**src/rtl/psa_pkg.sv**
```systemverilog
// ----------------------------------------------------------------------------
// psa_pkg
// Shared types and constants for the page span allocator.
// ----------------------------------------------------------------------------
package psa_pkg;
    localparam int MaxSpans   = 64;
    localparam int SmallLists = 128;
    localparam int PageBits   = 24;
    localparam int SlotW      = $clog2(MaxSpans);
    localparam int LenW       = 25;
    localparam int StampW     = 32;

    localparam logic [1:0] ACT_ALLOC = 2'd0;
    localparam logic [1:0] ACT_FREE  = 2'd1;
    localparam logic [1:0] ACT_ADD   = 2'd2;
    localparam logic [1:0] ACT_NONE  = 2'd3;

    localparam logic [1:0] ST_OK       = 2'd0;
    localparam logic [1:0] ST_NOFIT    = 2'd1;
    localparam logic [1:0] ST_FULL     = 2'd2;
    localparam logic [1:0] ST_NOTFOUND = 2'd3;

    typedef struct packed {
        logic [1:0]          action;
        logic [LenW-1:0]     page_count;
        logic [PageBits-1:0] span_start;
    } cmd_t;

    typedef struct packed {
        logic [1:0]          status;
        logic [PageBits-1:0] result_start;
        logic [LenW-1:0]     result_length;
    } res_t;
endpackage

```
**src/rtl/psa_cmd_queue.sv**
```systemverilog
// ----------------------------------------------------------------------------
// psa_cmd_queue
// Two-entry command queue between the front end and the span engine.
// ----------------------------------------------------------------------------
module psa_cmd_queue (
    input  logic           aclk,
    input  logic           aresetn,
    input  logic           in_valid,
    output logic           in_ready,
    input  psa_pkg::cmd_t  in_cmd,
    output logic           out_valid,
    input  logic           out_ready,
    output psa_pkg::cmd_t  out_cmd
);
    psa_pkg::cmd_t mem_reg [2];
    logic       wp_reg, rp_reg;
    logic [1:0] cnt_reg;
    logic       push, pop;

    assign in_ready  = (cnt_reg != 2'd2);
    assign out_valid = (cnt_reg != 2'd0);
    assign out_cmd   = mem_reg[rp_reg];
    assign push      = in_valid && in_ready;
    assign pop       = out_valid && out_ready;

    always_ff @(posedge aclk) begin
        if (push) begin
            mem_reg[wp_reg] <= in_cmd;
        end
        if (!aresetn) begin
            wp_reg  <= 1'b0;
            rp_reg  <= 1'b0;
            cnt_reg <= 2'd0;
        end else begin
            if (push) wp_reg <= ~wp_reg;
            if (pop)  rp_reg <= ~rp_reg;
            cnt_reg <= cnt_reg + {1'b0, push} - {1'b0, pop};
        end
    end
endmodule

```
**config.mk**
```make
export PLATFORM = sky130hd
export DESIGN_NAME = psa_cmd_queue
export DESIGN_NICKNAME = d
export VERILOG_FILES = /design/src/rtl/psa_pkg.sv /design/src/rtl/psa_cmd_queue.sv
export SDC_FILE = /design/constraint.sdc
export NUM_CORES = 1
export LEC_CHECK = 0
export BUFFER_PORTS_ARGS = -buffer_cell sky130_fd_sc_hd__buf_2
export CAP_MARGIN = 20
export CORE_MARGIN = 10
export CORE_UTILIZATION = 52
export DETAILED_ROUTE_END_ITERATION = 8
export GPL_TIMING_DRIVEN = 0
export HOLD_SLACK_MARGIN = 0.02
export PLACE_DENSITY = 0.79
export SLEW_MARGIN = 5
export SYNTH_ARGS = -nofsm -noshare
export SYNTH_HDL_FRONTEND = slang
export SYNTH_SLANG_ARGS = --single-unit
```
**constraint.sdc**
```tcl
create_clock -name aclk -period 4.25 [get_ports aclk]
set_input_delay 0.2125 -clock aclk [delete_from_list [all_inputs] [get_ports aclk]]
set_output_delay 0.2125 -clock aclk [all_outputs]
set_load 0.05 [all_outputs]
```
# After elaboration in Yosys (flattened, before gate mapping)
# Memory sizes are Yosys's and may differ from the RTL's. A register that Yosys moved wholly into a read port is not among the register bits.
# Cells that the tools add are included.
[classes]
n_bitwise = 2
n_div = 0
n_addsub = 2
eq_ne = 1
multipliers = 0
n_shift = 0
n_lt_le_gt_ge = 0
reduce_logical = 3
n_mux = 4
[ops]
columns = ["operator", "n"]
rows = [
  ["$mux W1", 4],
  ["$add A2 B1 Y2", 1],
  ["$logic_and A1 B1 Y1", 2],
  ["$ne A2 B2 Y1 const B", 1],
  ["$not A1 Y1", 2],
  ["$reduce_bool A2 Y1", 1],
  ["$sub A2 B1 Y2", 1],
]
[word_totals]
inputBits = 55
ram_bits = 102
romBits = 0
n_memories = 1
latchBits = 0
ff_bits = 4
elab_cells = 16
[memory_table]
columns = ["name", "depth", "word_bits", "rd", "rd_clocked_by_memory_dff", "wr", "line", "source"]
rows = [
  ["mem_reg", 2, 51, 1, 1, 1, "psa_cmd_queue.sv:15", "psa_pkg::cmd_t mem_reg [2];"],
]

# Logic depth before layout (Yosys ltp)
[logic_depth]
ltp_word = 4
depth_mapped = 8
ltp_nobuf = 8

# Worst setup path after synthesis
# OpenSTA, ideal clock, no wires.
[synth_path]
path_kind = "reg-to-reg"
from = "register cnt_reg[0]"
to = "memory mem_reg[0][0] (netlist bit) (enable)"
slack_ns = 0.620
arrival_ns = 3.170
stages_incl_launch_ff = 4
period_less_slack_ns = 3.630
cell_sequence = "dfxtp_1 nand2b_1 nand2_1 nor2_1"
[synth_via]
elab_chain_len = 4
[synth_rtl]
columns = ["element", "line", "source"]
rows = [
  ["start: declaration", "psa_cmd_queue.sv:17", "logic [1:0] cnt_reg;"],
  ["start signal: assignment", "psa_cmd_queue.sv:37", "cnt_reg <= cnt_reg + {1'b0, push} - {1'b0, pop};"],
  ["$ne A2 B2 Y1", "psa_cmd_queue.sv:20", "assign in_ready = (cnt_reg != 2'd2);"],
  ["via in_ready", "psa_cmd_queue.sv:9", "output logic in_ready,"],
  ["$logic_and A1 B1 Y1", "psa_cmd_queue.sv:23", "assign push = in_valid && in_ready;"],
  ["$mux W1", "psa_cmd_queue.sv:27", "if (push) begin"],
  ["$mux W1 (implied by the code)", "psa_cmd_queue.sv:28", "mem_reg[wp_reg] <= in_cmd;"],
  ["end: declaration", "psa_cmd_queue.sv:15", ""],
]
# The timed path passes the listed nets, and every way through them passes these cells.

# Worst setup path in the final report
[layout_path]
from = "register cnt_reg[0]"
to = "memory mem_reg[0][1] (netlist bit) (enable)"
[layout_via]
elab_chain_len = 4
[layout_rtl]
columns = ["element", "line"]
rows = [
  ["$ne A2 B2 Y1", "psa_cmd_queue.sv:20"],
  ["$logic_and A1 B1 Y1", "psa_cmd_queue.sv:23"],
  ["$mux W1", "psa_cmd_queue.sv:27"],
  ["$mux W1 (implied by the code)", "psa_cmd_queue.sv:28"],
]
# No other way between the ends.

==> metrics.csv <==
stage,metric,value,unit
layout,fillers,559,
layout,final_common_cell,buf_2,
route,vias,1990,
synthesis,syn_inst,183,
min_path,min-delay-start,in_cmd[26],
synthesis,synth.distinct_cells,18,
sta,max-slew-margin-rel,0.5489,
grt,grt_pass1_wl,10550,um
grt,busiest_layer,met2,
layout,final_layout_size_suffix_gt1_frac,0.5974,
sta,fmax,0.5406,GHz
sta,setup_viol,0,
synthesis,ys_ff_latch,107,
cts,cts_buffer_depth,2,
critical_path,crit_path_start_kind,flip-flop,
critical_path,worst_ep_arrival_time,1.90,ns
critical_path,rr_startpoint,cnt_reg[0],
grt,grt_pass1_vias,2106,
critical_path,regToRegEndpoint,mem_reg[0][1],
sta,hold_slack,0.04301,ns
sta,report.final.slew_viol_count,0,
route,wire_per_inst,17.79,um
min_path,hold_class,in -> reg,
cts,tritoncts,built,
grt,use_met1,0.1235,
layout,nNetsFinal,360,
route,drtPass1Iterations,4,
route,wirelength,7310,um
place,gp_congestion,0.6704,
layout,fin_util,0.6516,
die,fp.dieArea,0.01200,mm2
place,pre_cts_slack,2.380,ns
min_path,worstHoldPathCells,1,
place,port_buffers,107,
grt,grt_start_max_net_pins,33,
route,ant_nets,0,
grt,grtUsageTotal,0.1163,
layout,final-seq-area,0.003163,mm2
power,power_density,643.3,mW/mm2
die,die_x,109.6,um
power,p_comb_frac,0.412,
route,first_iter_violations,49,
cts,cts.clk_slew.worst_paths,0.10,ns
layout,final_cell_mix,"107 x buf_2, 102 x edfxtp_1, 50 x mux2_4",
sta,skew,0.006701,ns
sta,period_minus_slack,1.850,ns
sta,worst_pin_slew,0.6750,ns
cts,clock_sink_count,107,
critical_path,critPathMaxFanout,31,
grt,grtUsageMet3,0.04037,
synthesis,syn_area_per_cell,22.79,um2
status,status,finished clean,
critical_path,rr_worst_depth,4,
place,place_hpwl,5397,um
layout,largest_register_ffs,102,
power,p_sw,1.243,mW
cts,cts_root_buf,clkbuf_8,
sta,fin_setup_tns,0,ns
power,leakage,1.999,nW
route,remaining_drc_errors,0,
critical_path,cp.required,4.30,ns
power,clockPowerShare,0.168,
sta,finalHoldViolations,0,
layout,area_growth,21.36,%
place,placedInstanceArea,0.004882,mm2
synthesis,synth_nets,240,
grt,overflow,0,
die,start_util,0.5369,
synthesis,ys_warn_count,0,
critical_path,end_kind,flip-flop,
layout,final_cells,411,
cts,cts_resized,0,
cts,postCtsHoldBufs,0,
sta,finalWorstSetupSlack,2.400,ns
synthesis,synth_area,0.004170,mm2
power,p_seq_frac,0.419,
job,cap_violations,0,
die,core-area,0.007767,mm2
min_path,hold_path_end,mem_reg[1][26],
power,p_sw_frac,0.3818,
sta,period_share,0.4353,
grt,grt_antenna_before_repair,1,
layout,multi_input_area,900.9,um2
die,rows,32,
grt,grt_util_met2,0.2078,
cts,htree_levels,3,
critical_path,worst-r2r-setup-slack,2.40,ns
critical_path,path_class,reg -> reg,
power,power,3.256,mW
place,dp_cells,394,
cts,cts_buffers,9,
cts,post_cts_buffers,0,
power,p_int,2.013,mW
route,via_per_inst,4.842,
power,ir_drop,0.0004484,V
cts,insertion_delay,0.35,ns
die,ios,108,
die,die_h,109.6,um
layout,final_cell_area,0.005061,mm2
synthesis,ys_seq_area_frac,0.7585,
sta,rsz0062_at_grt,no,
[per-layer routing]
layer	up-vias	share of wire
met3	7	0.089
met4	0	0.0094
met2	76	0.52
met5	-	0
li1	954	-
met1	953	0.39
[kinds of logic after synthesis]
family,share of synthesized area
AND/OR/NAND/NOR,0.01470
flip-flops,0.7585
XOR/XNOR,0.006302
AO/OA/AOI/OAI,0.001801
adder cells (fa/ha/maj),0.006000
buffers and inverters,0.02760
multiplexers,0.1851
[cell usage after synthesis]
cell type,number,share of area
or2_2,1,0.0015
mux2_2,1,0.0027
nand2_1,2,0.0018
nand2b_1,2,0.0030
nor2_1,1,0.00090
ha_1,2,0.0060
inv_1,1,0.00090
edfxtp_1,102,0.73
buf_6,1,0.0027
buf_12,5,0.024
o21a_1,1,0.0018
and3_1,1,0.0015
nor2b_1,2,0.0030
mux2_4,50,0.18
and2_1,2,0.0030
mux2i_1,1,0.0024
dfxtp_1,5,0.024
xnor2_1,3,0.0063
[power groups by stage]
| stage | clock network [mW] | registers, mW | logic, mW |
|---|---|---|---|
| 6_report | 0.548 | 1.37 | 1.34 |
| 5_1_grt | 0.613 | 1.38 | 1.41 |
| 3_3_place_gp | 0 | 1.40 | 1.33 |
| 3_5_place_dp | 0 | 1.39 | 1.36 |
| 2_1_floorplan | 0 | 1.39 | 1.10 |
| 4_1_cts | 0.561 | 1.37 | 1.36 |
[worst max-delay path, cell delays in order (launching register included)]
cell and delay (ns):
dfxtp_1 0.39, nand2b_1 0.16, nand2_1 0.15, nor2_4 0.56
buf_12 0.29
[area by class of cell]
| cell class | instances | area share |
|---|---|---|
| flip-flops and latches | 107 | 0.6250 |
| multi-input cells | 69 | 0.1780 |
| repair buffers | 109 | 0.1137 |
| well taps | 102 | 0.02522 |
| clock buffers | 9 | 0.02447 |
| plain buffers | 6 | 0.02200 |
| clock inverters | 7 | 0.01038 |
| inverters | 1 | 0.0007417 |
| diodes | 1 | 0.0004944 |
[how the worst max path moves through the flow]
stage,startpoint,end,depth (start not counted)
after CTS,cnt_reg[0],mem_reg[0][1],4
after floorplan,cnt_reg[0],mem_reg[0][0],3
final,cnt_reg[0],mem_reg[0][1],4
after detailed placement,cnt_reg[0],mem_reg[0][2],4
after global routing,cnt_reg[0],mem_reg[0][49],4
after global placement,cnt_reg[0],mem_reg[0][5],3
Power figures use the tool's default switching activity.
